## src/rtl/core/buck_voltage_pi_with_current_limit_assert.svh

```systemverilog
`ifndef BUCK_VOLTAGE_PI_WITH_CURRENT_LIMIT_ASSERT_SVH
`define BUCK_VOLTAGE_PI_WITH_CURRENT_LIMIT_ASSERT_SVH

// Same-cycle implication, disabled during reset.
`define BVPI_ASSERT_IMP(label, clk, rst, ante, cons) \
   label: assert property (@(posedge clk) disable iff (rst) (ante) |-> (cons)) \
      else $error("bvpi assertion failed");

// Next-cycle implication, disabled during reset.
`define BVPI_ASSERT_NXT(label, clk, rst, ante, cons) \
   label: assert property (@(posedge clk) disable iff (rst) (ante) |=> (cons)) \
      else $error("bvpi assertion failed");

`endif

```

## src/rtl/core/bvpi_pkg.sv

```systemverilog
package bvpi_pkg;

   localparam int CSR_IDX_W  = 4;
   localparam int CSR_DATA_W = 16;

   localparam logic [CSR_IDX_W-1:0] REG_VOUT_CAL_GAIN   = 4'd0;
   localparam logic [CSR_IDX_W-1:0] REG_VOUT_CAL_OFFSET = 4'd1;
   localparam logic [CSR_IDX_W-1:0] REG_VOLTAGE_REF     = 4'd2;
   localparam logic [CSR_IDX_W-1:0] REG_CURRENT_LIMIT   = 4'd3;
   localparam logic [CSR_IDX_W-1:0] REG_MAX_DUTY        = 4'd4;
   localparam logic [CSR_IDX_W-1:0] REG_MIN_DUTY        = 4'd5;
   localparam logic [CSR_IDX_W-1:0] REG_PWM_PERIOD      = 4'd6;
   localparam logic [CSR_IDX_W-1:0] REG_BOOST_DUTY      = 4'd7;

   localparam logic [15:0] RST_VOUT_CAL_GAIN = 16'd4096;
   localparam logic [11:0] RST_CURRENT_LIMIT = 12'd4095;
   localparam logic [11:0] RST_MAX_DUTY      = 12'd3686;
   localparam logic [11:0] RST_BOOST_DUTY    = 12'd3809;

   localparam int ACC_W   = 32;
   localparam int MUL_A_W = 24;
   localparam int MUL_B_W = 17;
   localparam int PROD_W  = 30;
   localparam int CINT_W  = 25;
   localparam int VERR_W  = 24;

   localparam int I_KP      = 5;
   localparam int V_KP      = 50;
   localparam int V_KI      = 5;
   localparam int V_INT_MIN = 327680;
   localparam int I_INT_MIN = -123400;
   localparam int I_INT_MAX = 11840000;

   typedef struct packed {
      logic [15:0]        vout_cal_gain;
      logic signed [12:0] vout_cal_offset;
      logic [15:0]        voltage_ref;
      logic [11:0]        current_limit;
      logic [11:0]        max_duty;
      logic [11:0]        min_duty;
      logic [15:0]        pwm_period;
      logic [11:0]        boost_duty;
   } cfg_type;

endpackage

```

## src/rtl/core/bvpi_csr.sv

```systemverilog
module bvpi_csr (
   input  logic                             clock,
   input  logic                             reset,
   input  logic                             csr_valid,
   input  logic [bvpi_pkg::CSR_IDX_W-1:0]   csr_index,
   input  logic [bvpi_pkg::CSR_DATA_W-1:0]  csr_data,
   output bvpi_pkg::cfg_type                cfg
);

   bvpi_pkg::cfg_type cfg_ff;
   bvpi_pkg::cfg_type cfg_in;

   always_comb begin
      cfg_in = cfg_ff;
      if (csr_valid) begin
         unique case (csr_index)
            bvpi_pkg::REG_VOUT_CAL_GAIN:   cfg_in.vout_cal_gain   = csr_data;
            bvpi_pkg::REG_VOUT_CAL_OFFSET: cfg_in.vout_cal_offset = $signed(csr_data[12:0]);
            bvpi_pkg::REG_VOLTAGE_REF:     cfg_in.voltage_ref     = csr_data;
            bvpi_pkg::REG_CURRENT_LIMIT:   cfg_in.current_limit   = csr_data[11:0];
            bvpi_pkg::REG_MAX_DUTY:        cfg_in.max_duty        = csr_data[11:0];
            bvpi_pkg::REG_MIN_DUTY:        cfg_in.min_duty        = csr_data[11:0];
            bvpi_pkg::REG_PWM_PERIOD:      cfg_in.pwm_period      = csr_data;
            bvpi_pkg::REG_BOOST_DUTY:      cfg_in.boost_duty      = csr_data[11:0];
            default:                       cfg_in = cfg_ff;
         endcase
      end
   end

   always_ff @(posedge clock) begin
      if (reset) begin
         cfg_ff.vout_cal_gain   <= bvpi_pkg::RST_VOUT_CAL_GAIN;
         cfg_ff.vout_cal_offset <= '0;
         cfg_ff.voltage_ref     <= '0;
         cfg_ff.current_limit   <= bvpi_pkg::RST_CURRENT_LIMIT;
         cfg_ff.max_duty        <= bvpi_pkg::RST_MAX_DUTY;
         cfg_ff.min_duty        <= '0;
         cfg_ff.pwm_period      <= '0;
         cfg_ff.boost_duty      <= bvpi_pkg::RST_BOOST_DUTY;
      end else begin
         cfg_ff <= cfg_in;
      end
   end

   assign cfg = cfg_ff;

endmodule

```

## src/rtl/core/bvpi_mul.sv

```systemverilog
module bvpi_mul (
   input  logic                                clock,
   input  logic signed [bvpi_pkg::MUL_A_W-1:0] mul_a,
   input  logic signed [bvpi_pkg::MUL_B_W-1:0] mul_b,
   output logic signed [bvpi_pkg::PROD_W-1:0]  prod_ff
);

   localparam int FULL_W = bvpi_pkg::MUL_A_W + bvpi_pkg::MUL_B_W;

   logic signed [FULL_W-1:0]          full;
   logic signed [bvpi_pkg::PROD_W-1:0] prod_in;

   assign full    = mul_a * mul_b;
   assign prod_in = $signed(full[bvpi_pkg::PROD_W-1:0]);

   always_ff @(posedge clock) begin
      prod_ff <= prod_in;
   end

endmodule

```

## src/rtl/core/buck_voltage_pi_with_current_limit.sv

```systemverilog
// Each accepted item steps through states I1, I2, V1 to V4, C1 and C2.
// New items are taken only in idle, and C2 waits while a result is unaccepted.
// All multiplications go one per cycle through a single shared multiplier.
// Reset clears both loop integrators, the limit correction and the sequencer,
// and loads every configuration register with its default value.
`include "buck_voltage_pi_with_current_limit_assert.svh"

module buck_voltage_pi_with_current_limit #(
   parameter int FRACTION_BITS = 12
) (
   input  logic                             clock,
   input  logic                             reset,
   input  logic                             req_valid,
   output logic                             req_ready,
   input  logic [11:0]                      req_vout_sample,
   input  logic [11:0]                      req_iout_average,
   input  logic                             req_pwm_enable,
   output logic                             rsp_valid,
   input  logic                             rsp_ready,
   output logic [11:0]                      rsp_buck_duty,
   output logic [15:0]                      rsp_buck_compare,
   output logic [14:0]                      rsp_buck_mid_compare,
   output logic [15:0]                      rsp_boost_compare,
   output logic [11:0]                      rsp_limit_correction,
   input  logic                             csr_valid,
   output logic                             csr_ready,
   input  logic [bvpi_pkg::CSR_IDX_W-1:0]   csr_index,
   input  logic [bvpi_pkg::CSR_DATA_W-1:0]  csr_data
);

   localparam int AW     = bvpi_pkg::ACC_W;
   localparam int MA     = bvpi_pkg::MUL_A_W;
   localparam int MB     = bvpi_pkg::MUL_B_W;
   localparam int PW     = bvpi_pkg::PROD_W;
   localparam int CW     = bvpi_pkg::CINT_W;
   localparam int VW     = bvpi_pkg::VERR_W;
   localparam int LIM_W  = 24 - FRACTION_BITS;
   localparam int VINT_W = 12 + FRACTION_BITS;

   localparam logic [3:0] S_IDLE = 4'd0;
   localparam logic [3:0] S_I1   = 4'd1;
   localparam logic [3:0] S_I2   = 4'd2;
   localparam logic [3:0] S_V1   = 4'd3;
   localparam logic [3:0] S_V2   = 4'd4;
   localparam logic [3:0] S_V3   = 4'd5;
   localparam logic [3:0] S_V4   = 4'd6;
   localparam logic [3:0] S_C1   = 4'd7;
   localparam logic [3:0] S_C2   = 4'd8;

   localparam logic signed [AW-1:0] I_LO  = AW'(bvpi_pkg::I_INT_MIN);
   localparam logic signed [AW-1:0] I_HI  = AW'(bvpi_pkg::I_INT_MAX);
   localparam logic signed [AW-1:0] V_LO  = AW'(bvpi_pkg::V_INT_MIN);
   localparam logic signed [CW-1:0] CINT_LO = CW'(bvpi_pkg::I_INT_MIN);
   localparam logic signed [CW-1:0] CINT_HI = CW'(bvpi_pkg::I_INT_MAX);

   bvpi_pkg::cfg_type cfg;

   logic [3:0]              state_ff, state_in;
   logic [11:0]             vs_ff, ia_ff;
   logic                    en_ff;
   logic signed [CW-1:0]    cint_ff, cint_in;
   logic [VINT_W-1:0]       vint_ff, vint_in;
   logic [LIM_W-1:0]        limit_ff, limit_in;
   logic [11:0]             llc_ff, llc_in;
   logic signed [VW-1:0]    verr_ff;
   logic [11:0]             duty_ff, duty_in;
   logic [15:0]             bcmp_ff;
   logic                    rsp_valid_ff, rsp_valid_in;
   logic [11:0]             rsp_duty_ff, rsp_lim_ff;
   logic [15:0]             rsp_bcmp_ff, rsp_bst_ff;

   logic signed [MA-1:0]    mul_a;
   logic signed [MB-1:0]    mul_b;
   logic signed [PW-1:0]    prod_ff;

   logic                    accept, out_free;
   logic signed [12:0]      ierr;
   logic signed [AW-1:0]    iout, iout_sh, csum, c1, c2;
   logic [AW-1:0]           lim_ext;
   logic signed [AW-1:0]    prod_sh, vcal, verr_full;
   logic signed [AW-1:0]    vsum, dsh, max_s, min_s, vmax_s, d1, d2, vt1, vt2;

   bvpi_csr u_csr (
      .clock     (clock),
      .reset     (reset),
      .csr_valid (csr_valid),
      .csr_index (csr_index),
      .csr_data  (csr_data),
      .cfg       (cfg)
   );

   bvpi_mul u_mul (
      .clock   (clock),
      .mul_a   (mul_a),
      .mul_b   (mul_b),
      .prod_ff (prod_ff)
   );

   assign csr_ready = 1'b1;
   assign req_ready = (state_ff == S_IDLE);
   assign accept    = req_valid && req_ready;
   assign out_free  = !rsp_valid_ff || rsp_ready;

   always_comb begin
      mul_a = '0;
      mul_b = '0;
      unique case (state_ff)
         S_I1: begin
            mul_a = MA'(ierr);
            mul_b = MB'(bvpi_pkg::I_KP);
         end
         S_I2: begin
            mul_a = MA'({1'b0, vs_ff});
            mul_b = {1'b0, cfg.vout_cal_gain};
         end
         S_V2: begin
            mul_a = MA'(verr_ff);
            mul_b = MB'(bvpi_pkg::V_KP);
         end
         S_V3: begin
            mul_a = MA'(verr_ff);
            mul_b = MB'(bvpi_pkg::V_KI);
         end
         S_V4: begin
            mul_a = MA'({1'b0, duty_ff});
            mul_b = {1'b0, cfg.pwm_period};
         end
         S_C1: begin
            mul_a = MA'({1'b0, cfg.boost_duty});
            mul_b = {1'b0, cfg.pwm_period};
         end
         S_C2: begin
            mul_a = MA'({1'b0, cfg.boost_duty});
            mul_b = {1'b0, cfg.pwm_period};
         end
         default: begin
            mul_a = '0;
            mul_b = '0;
         end
      endcase
   end

   assign ierr     = $signed({1'b0, ia_ff}) - $signed({1'b0, cfg.current_limit});
   assign iout     = AW'(cint_ff) + AW'(prod_ff);
   assign iout_sh  = iout >>> FRACTION_BITS;
   assign limit_in = (iout < 0) ? '0 : iout_sh[LIM_W-1:0];
   assign lim_ext  = AW'(limit_in);
   assign llc_in   = lim_ext[11:0];
   assign csum     = AW'(cint_ff) + AW'(ierr);
   assign c1       = (csum < I_LO) ? I_LO : csum;
   assign c2       = (c1 > I_HI) ? I_HI : c1;
   assign cint_in  = $signed(c2[CW-1:0]);

   assign prod_sh   = AW'(prod_ff) >>> FRACTION_BITS;
   assign vcal      = prod_sh + AW'(cfg.vout_cal_offset);
   assign verr_full = AW'(cfg.voltage_ref) - vcal - AW'(limit_ff);

   assign vsum   = AW'(vint_ff) + AW'(prod_ff);
   assign dsh    = vsum >>> FRACTION_BITS;
   assign max_s  = AW'(cfg.max_duty);
   assign min_s  = AW'(cfg.min_duty);
   assign vmax_s = max_s <<< FRACTION_BITS;
   assign d1     = (dsh > max_s) ? max_s : dsh;
   assign d2     = (d1 < min_s) ? min_s : d1;
   assign duty_in = en_ff ? d2[11:0] : cfg.min_duty;
   assign vt1    = (vsum < V_LO) ? V_LO : vsum;
   assign vt2    = (vt1 > vmax_s) ? vmax_s : vt1;
   assign vint_in = vt2[VINT_W-1:0];

   always_comb begin
      state_in = state_ff;
      unique case (state_ff)
         S_IDLE:  if (accept) state_in = S_I1;
         S_I1:    state_in = S_I2;
         S_I2:    state_in = S_V1;
         S_V1:    state_in = S_V2;
         S_V2:    state_in = S_V3;
         S_V3:    state_in = S_V4;
         S_V4:    state_in = S_C1;
         S_C1:    state_in = S_C2;
         S_C2:    if (out_free) state_in = S_IDLE;
         default: state_in = S_IDLE;
      endcase
   end

   assign rsp_valid_in = (rsp_valid_ff && !rsp_ready) || ((state_ff == S_C2) && out_free);

   always_ff @(posedge clock) begin
      if (reset) begin
         state_ff     <= S_IDLE;
         rsp_valid_ff <= 1'b0;
         cint_ff      <= '0;
         vint_ff      <= '0;
         limit_ff     <= '0;
         llc_ff       <= '0;
      end else begin
         state_ff     <= state_in;
         rsp_valid_ff <= rsp_valid_in;
         if (state_ff == S_I2) begin
            cint_ff  <= cint_in;
            limit_ff <= limit_in;
            llc_ff   <= llc_in;
         end
         if (state_ff == S_V4) begin
            vint_ff <= vint_in;
         end
      end
   end

   always_ff @(posedge clock) begin
      if (accept) begin
         vs_ff <= req_vout_sample;
         ia_ff <= req_iout_average;
         en_ff <= req_pwm_enable;
      end
      if (state_ff == S_V1) begin
         verr_ff <= $signed(verr_full[VW-1:0]);
      end
      if (state_ff == S_V3) begin
         duty_ff <= duty_in;
      end
      if (state_ff == S_C1) begin
         bcmp_ff <= prod_sh[15:0];
      end
      if ((state_ff == S_C2) && out_free) begin
         rsp_duty_ff <= duty_ff;
         rsp_bcmp_ff <= bcmp_ff;
         rsp_bst_ff  <= cfg.pwm_period - prod_sh[15:0];
         rsp_lim_ff  <= llc_ff;
      end
   end

   assign rsp_valid            = rsp_valid_ff;
   assign rsp_buck_duty        = rsp_duty_ff;
   assign rsp_buck_compare     = rsp_bcmp_ff;
   assign rsp_buck_mid_compare = rsp_bcmp_ff[15:1];
   assign rsp_boost_compare    = rsp_bst_ff;
   assign rsp_limit_correction = rsp_lim_ff;

   `BVPI_ASSERT_NXT(a_busy_after_accept, clock, reset, req_valid && req_ready, !req_ready)
   `BVPI_ASSERT_IMP(a_duty_above_min, clock, reset, rsp_valid, rsp_buck_duty >= cfg.min_duty)
   `BVPI_ASSERT_IMP(a_cint_in_range, clock, reset, 1'b1, (cint_ff >= CINT_LO) && (cint_ff <= CINT_HI))

endmodule

```

## config.mk

```make
export PLATFORM = sky130hd
export DESIGN_NAME = buck_voltage_pi_with_current_limit
export DESIGN_NICKNAME = d
export VERILOG_FILES = /design/src/rtl/core/bvpi_pkg.sv /design/src/rtl/core/bvpi_csr.sv /design/src/rtl/core/bvpi_mul.sv /design/src/rtl/core/buck_voltage_pi_with_current_limit.sv
export VERILOG_INCLUDE_DIRS = /design/src /design/src/rtl/core
export SDC_FILE = /design/constraint.sdc
export NUM_CORES = 1
export LEC_CHECK = 0
export BUFFER_PORTS_ARGS = -buffer_cell sky130_fd_sc_hd__buf_2
export CAP_MARGIN = 5
export CORE_MARGIN = 4
export CORE_UTILIZATION = 45
export CTS_BUF_LIST = sky130_fd_sc_hd__clkbuf_2 sky130_fd_sc_hd__clkbuf_4 sky130_fd_sc_hd__clkbuf_8
export DETAILED_ROUTE_END_ITERATION = 16
export GPL_TIMING_DRIVEN = 0
export PLACE_DENSITY = 0.62
export SKIP_LAST_GASP = 1
export SLEW_MARGIN = 20
export SYNTH_ARGS = -nofsm -noshare
export SYNTH_HDL_FRONTEND = slang
export SYNTH_SLANG_ARGS = --single-unit
```

## constraint.sdc

```tcl
create_clock -name clock -period 15.2 [get_ports clock]
set_input_delay 3.04 -clock clock [delete_from_list [all_inputs] [get_ports clock]]
set_output_delay 3.04 -clock clock [all_outputs]
set_load 0.02 [all_outputs]
```

Word level (Yosys, flattened, before mapping)
Cells that the tools add are included.

storage, ports and cells
  word-level logic and storage cells = 92
  register bits = 338
  input port bits = 50

operators by class
  add/subtract/negate cells = 8
  reductions and logical operators = 22
  equal/unequal tests = 17
  $lt $le $gt $ge = 7
  multiply operators = 1
  muxes and demuxes = 13

operator list
  operator                                                          number
  one-hot mux 24 bit (5 select lines)                               1
  2-to-1 mux 32 bit                                                 3
  one-hot mux 16 bit (4 select lines)                               1
  adder 25 x 30 -> 31 bit                                           2
  2-to-1 mux 12 bit                                                 3
  one-hot mux 4 bit (9 select lines)                                1
  equality test 4 x 3 -> 1 bit (second input constant)              8
  greater-than comparator 32 x 25 -> 1 bit                          1
  greater-than comparator 32 x 25 -> 1 bit (second input constant)  1
  less-than comparator 32 x 13 -> 1 bit                             1
  less-than comparator 31 x 1 -> 1 bit (second input constant)      1
  less-than comparator 31 x 20 -> 1 bit (second input constant)     1
  multiplier 24 x 17 -> 30 bit                                      1
  adder 25 x 13 -> 26 bit                                           1
  less-than comparator 26 x 18 -> 1 bit (second input constant)     1
  2-to-1 mux 25 bit                                                 1
  2-to-1 mux 24 bit                                                 1
  subtractor 20 x 13 -> 21 bit                                      1
  subtractor 17 x 19 -> 20 bit                                      1
  adder 18 x 13 -> 19 bit                                           1
  greater-than comparator 19 x 13 -> 1 bit                          1
  AND reduction 2 bit                                               9
  equality test 4 x 2 -> 1 bit (second input constant)              4
  subtractor 16 bit                                                 1
  other kinds (12)                                                  21

Depth between registers and ports, before layout
  depth in word-level cells = 6
  mapped depth = 39
  depth with buffers taken out = 38

Cells and area by module
Synthesis repeated with hierarchy kept, for this count alone.

unflattened totals
  cell total of the unflattened synthesis = 3320
  area, all modules = 31415.1 sq um

by module, submodules not included
  module                              area each (sq um)  times used  cells each  seq. area each (sq um)
  buck_voltage_pi_with_current_limit  15341.0            1           1624        5225.0
  bvpi_mul                            11795.1            1           1300        600.6
  bvpi_csr                            4279.1             1           396         2182.1

Worst setup path before layout
No wires, ideal clock.

  kind = register to register
  start point = register ia_ff[0]
  end point = register u_mul.prod_ff[29] (netlist bit)
  data arrival time = 8.075 ns
  buffers on the path = 1
  cell stages (with the launch flop) = 37
  period minus slack after synthesis = 8.216 ns
  data required time = 15.060 ns
  setup slack = 6.984 ns
  cell sequence = edfxtp_1 -> inv_1 -> ha_1 -> fa_1 -> nor2b_1 -> o21ai_0 -> a21boi_0 -> o21ai_0 -> a21boi_0 -> o21ai_0 -> a21boi_0 -> o21ai_0 -> a21boi_1 -> nor4_1 -> clkbuf_1 -> o21ai_0 -> fa_1 -> fa_1 -> fa_1 -> inv_1 -> fa_1 -> fa_1 -> inv_1 -> fa_1 -> inv_1 -> ha_1 -> o21ai_0 -> a21boi_0 -> o21ai_0 -> nand2b_1 -> a21oi_1 -> nor4_1 -> o211ai_1 -> a21boi_0 -> o31a_1 -> mux2i_1 -> o311ai_0

between the ends
  word-level cells in the longest chain between the ends = 3

ends and longest elaborated chain
  element                              line                                       text
  start: declaration                   buck_voltage_pi_with_current_limit.sv:59   logic [11:0] vs_ff, ia_ff;
  start signal: assignment             buck_voltage_pi_with_current_limit.sv:213  ia_ff <= req_iout_average;
  subtractor 12 x 12 -> 13 bit         buck_voltage_pi_with_current_limit.sv:143  assign ierr = $signed({1'b0, ia_ff}) - $signed({1'b0, cfg.current_limit});
  one-hot mux 24 bit (5 select lines)  buck_voltage_pi_with_current_limit.sv:107  unique case (state_ff)
  multiplier 24 x 17 -> 30 bit         bvpi_mul.sv:13                             assign full = mul_a * mul_b;
  named net u_mul.full[29]             bvpi_mul.sv:10                             logic signed [FULL_W-1:0] full;
  end signal: assignment               bvpi_mul.sv:17                             prod_ff <= prod_in;
  end: declaration                     bvpi_mul.sv:5                              output logic signed [bvpi_pkg::PROD_W-1:0] prod_ff

The timed path passes the listed nets, and every way through them passes these cells.
A chain may end at the register's enable or synchronous reset.

Final worst setup path
Ends and elaborated chain as after synthesis.

==> flow_metrics.env <==
export IMPL_post_synth_cell_area_avg_sq_um=9.33
export IMPL_worst_r2r_cell_count=36
export IMPL_worstPathBufferInverterCount=5
export IMPL_die_y_um=264
export IMPL_route_detailed_drc=0
export IMPL_number_of_routed_nets_with_antenna_violations=0
export IMPL_gp_congestion=0.951
export IMPL_io_pins=124
export IMPL_antenna_found_initial=1
export IMPL_max_clock_path_buffers=3
export IMPL_clock_skew_final_ns=0.0447
export IMPL_drtIter0Drc=1988
export IMPL_setup_violations=0
export IMPL_fmax_mhz=98.6
export IMPL_wl_met3_um=7700
export IMPL_status="finished clean"
export IMPL_route_layer_met1_wl_um=40200
export IMPL_setup_reg_to_reg_worst_slack_ns=5.06
export IMPL_synth_seq_cells=335
export IMPL_critical_path_slowest_cell="nor4_2"
export IMPL_layout_cell_area_non_filler_sq_um=33000
export IMPL_critPathKind="flop to flop"
export IMPL_hold_crit_path_type="flop to flop"
export IMPL_relSlewSlack_pct=22.2
export IMPL_finalWorstSetupSlack_ns=5.06
export IMPL_finalSetupTns_ns=0
export IMPL_coreArea_sq_um=64700
export IMPL_timing_worst_slew_pin_value_ns=1.17
export IMPL_critical_path_maximum_fanout=10
export IMPL_fp_row_count=93
export IMPL_floorplan_die_width_um=264
export IMPL_timing_final_hold_violations=0
export IMPL_endpoint_kind="flop"
export IMPL_r2r_end="u_mul.prod_ff[29]$_DFF_P_"
export IMPL_post_synth_num_cell_types=85
export IMPL_drive_gt1_share_pct=9.25
export IMPL_globalRoute_totalOverflow=0
export IMPL_final_hold_worst_slack_ns=0.414
export IMPL_wl_um=91200
export IMPL_initial_util_pct=45.6
export IMPL_synth_async_reset_ratio_pct=0
export IMPL_highest_layer="met4"
export IMPL_antennaDiodeCount=0
export IMPL_finalCoreUtilization_pct=50.9
export IMPL_clkSlewWorstSetupHoldPaths_ns=0.06
export IMPL_number_of_buffer_cells_added_on_primary_ports=108
export IMPL_tritoncts="built"
export IMPL_timing_rr_start="ia_ff[0]$_DFFE_PP_"
export IMPL_synth_yosys_seq_area_share_pct=27.2
export IMPL_wl_per_cell_um=21.1
export IMPL_placement_setup_worst_slack_ns=4.80
export IMPL_synth_ff_type="dfxtp_1"
export IMPL_worstPathArrival_ns=10.64
export IMPL_num_vias=23500
export IMPL_cts_sinks=335
export IMPL_static_leakage_power_nw=14.9
export IMPL_cts_buffers_inserted=67
export IMPL_floorplan_die_area_sq_um=69600
export IMPL_critPathLaunch="ia_ff[0]$_DFFE_PP_"
export IMPL_maximum_number_of_pins_on_one_net_before_global_route_repair=22
export IMPL_route_met2_wl_um=38800
export IMPL_rsz_0062_raised_after_global_routing="false"
export IMPL_peakVddDrop_mv=0.220
export IMPL_max_stage_delay_ns=0.62
export IMPL_cts_root_buffer="clkbuf_8"
export IMPL_placedCellCount=4198
export IMPL_critical_path_endpoint="u_mul.prod_ff[29]$_DFF_P_"
export IMPL_hold_start="bcmp_ff[7]$_DFFE_PN_"
export IMPL_design_power_total_mw=5.02
export IMPL_drt_vias_per_instance=5.43
export IMPL_number_of_max_slew_violations_in_the_final_report=0
export IMPL_post_cts_resized=0
export IMPL_h_tree_level_count=3
export IMPL_worst_path_top_cell_family_by_delay="adder cells"
export IMPL_hpwl_after_detailed_placement_um=73400
export IMPL_cts_setup_buffers=0
export IMPL_drt_first_pass_iters=6
export IMPL_maxCapViolCount=0
export IMPL_yosysWarnings=0
export IMPL_worst_skew_late_latency_ns=0.68
export IMPL_crit_required_ns=15.70
export IMPL_critPathLaunchType="flop"
export IMPL_synth_edff_count=130
export IMPL_pwr_density_cell_nw_per_um2=152
export IMPL_first_pass_grt_wire_length_um=139000
export IMPL_grt_pass1_vias=23000
export IMPL_final_cell_mix="inv_1 (477), fa_1 (300), nand2_1 (295), nor2_1 (256), ha_1 (251)"
export IMPL_syn_area_sq_um=29500
export IMPL_placement_cell_area_sq_um=31500
export IMPL_most_common_cell_after_layout_fill_and_taps_aside="inv_1"
export IMPL_cts_hold_buffers_added=0
export IMPL_critical_path_depth=36
export IMPL_finish_net_count=4015
export IMPL_post_route_min_period_ns=10.14
export IMPL_global_route_usage_over_all_layers_pct=26.1
export IMPL_fin_cells=4324
export IMPL_synthToLayoutAreaGrowth_pct=11.8
export IMPL_post_syn_instances=3159
export IMPL_final_min_period_over_clock_period_pct=66.7
## power breakdown
part	total, mW	internal, mW	switching (mW)	leakage [nW]
clock	1.02	0.578	0.446	0.775
combinational	2.75	1.10	1.64	11.3
sequential	1.25	1.07	0.178	2.84
## layer usage
metal  vias up  GRT usage, %
li1      11100             -
met1     11400          36.4
met2       852          39.0
met3       177          6.27
met4         0          11.1
met5         -             0
## flip-flops by register name (all words and copies together) (netlist names), 4 cells and up
signal                cells
rsp_buck_duty            12
verr_ff                  21
state_ff                  4
rsp_buck_compare         16
llc_ff                   12
vs_ff                    12
u_mul.prod_ff            30
cint_ff                  25
vint_ff                  24
duty_ff                  12
u_csr.cfg               109
bcmp_ff                  16
rsp_limit_correction     12
rsp_boost_compare        16
ia_ff                    12
## cell usage after synthesis (all sizes together) (6+ instances only)
| cell | n | area share [%] |
|---|---|---|
| fa | 300 | 20 |
| edfxtp | 130 | 13 |
| a221oi | 8 | 0.24 |
| a31oi | 11 | 0.23 |
| clkbuf | 98 | 1.2 |
| xor2 | 31 | 0.92 |
| and2 | 27 | 0.58 |
| o31ai | 16 | 0.49 |
| a22oi | 22 | 0.56 |
| or2 | 11 | 0.23 |
| o21bai | 9 | 0.23 |
| a221o | 7 | 0.24 |
| o41ai | 6 | 0.25 |
| and3 | 23 | 0.49 |
| mux2 | 20 | 0.76 |
| inv | 477 | 6.1 |
| nor2b | 29 | 0.62 |
| nand3 | 38 | 0.65 |
| nand2b | 23 | 0.49 |
| a2111oi | 6 | 0.26 |
| nand4 | 24 | 0.51 |
| nor3 | 40 | 0.68 |
| xnor2 | 70 | 2.1 |
| a21oi | 146 | 2.5 |
| ha | 251 | 11 |
| mux2i | 90 | 3.1 |
| a21boi | 17 | 0.43 |
| dfxtp | 205 | 14 |
| a22o | 20 | 0.59 |
| o21ai | 164 | 2.8 |
| o21a | 30 | 0.76 |
| nand2 | 295 | 3.8 |
| buf | 38 | 0.79 |
| o211ai | 30 | 0.76 |
| nor4 | 9 | 0.19 |
| a211o | 8 | 0.24 |
| or3 | 14 | 0.31 |
| nor2 | 261 | 3.3 |
| o31a | 8 | 0.24 |
| a21o | 61 | 1.6 |
| nor3b | 7 | 0.18 |
| a211oi | 16 | 0.41 |
## worst min-delay path by stage
stage                               endpoint  depth (start not counted)
2_1_floorplan  rsp_buck_compare[0]$_DFFE_PP_                          0
3_3_place_gp   rsp_buck_compare[6]$_DFFE_PP_                          0
3_5_place_dp   rsp_buck_compare[3]$_DFFE_PP_                          0
4_1_cts        rsp_buck_compare[3]$_DFFE_PP_                          0
5_1_grt        rsp_buck_compare[4]$_DFFE_PP_                          0
6_report       rsp_buck_compare[7]$_DFFE_PP_                          0
## cell families (layout without fill, tap and decap cells)
family,Yosys count,after routing,synth area share (%)
DFF,335,335,27.2
muxes,110,110,3.82
and+or+nand+nor,822,822,12.6
adders and majority gates,551,551,31.0
AOI/OAI and AO/OA,625,625,14.2
buffers and inverters,613,851,8.12
xor gates and xnor gates,101,101,3.00
other,2,74,0.0255
## worst register-to-register path: cells and delay by family (launching register included)
kind	cells	cell delay [ns]
and+or+nand+nor	4	1.29
buffers and inverters	5	0.74
AOI/OAI and AO/OA	17	3.56
DFF	1	0.38
adders and majority gates	9	3.81
muxes	1	0.20
## area by class of cell
class | instances | area, sq um
sequential | 335 | 8010
fill | 6278 | 31700
timing repair buffer | 114 | 633
buffer | 136 | 602
multi-input combinational | 2283 | 19400
clock buffer | 99 | 1220
inverter | 477 | 1790
clock inverter | 25 | 248
tap | 855 | 1070
(Power assumes the default switching activity.)
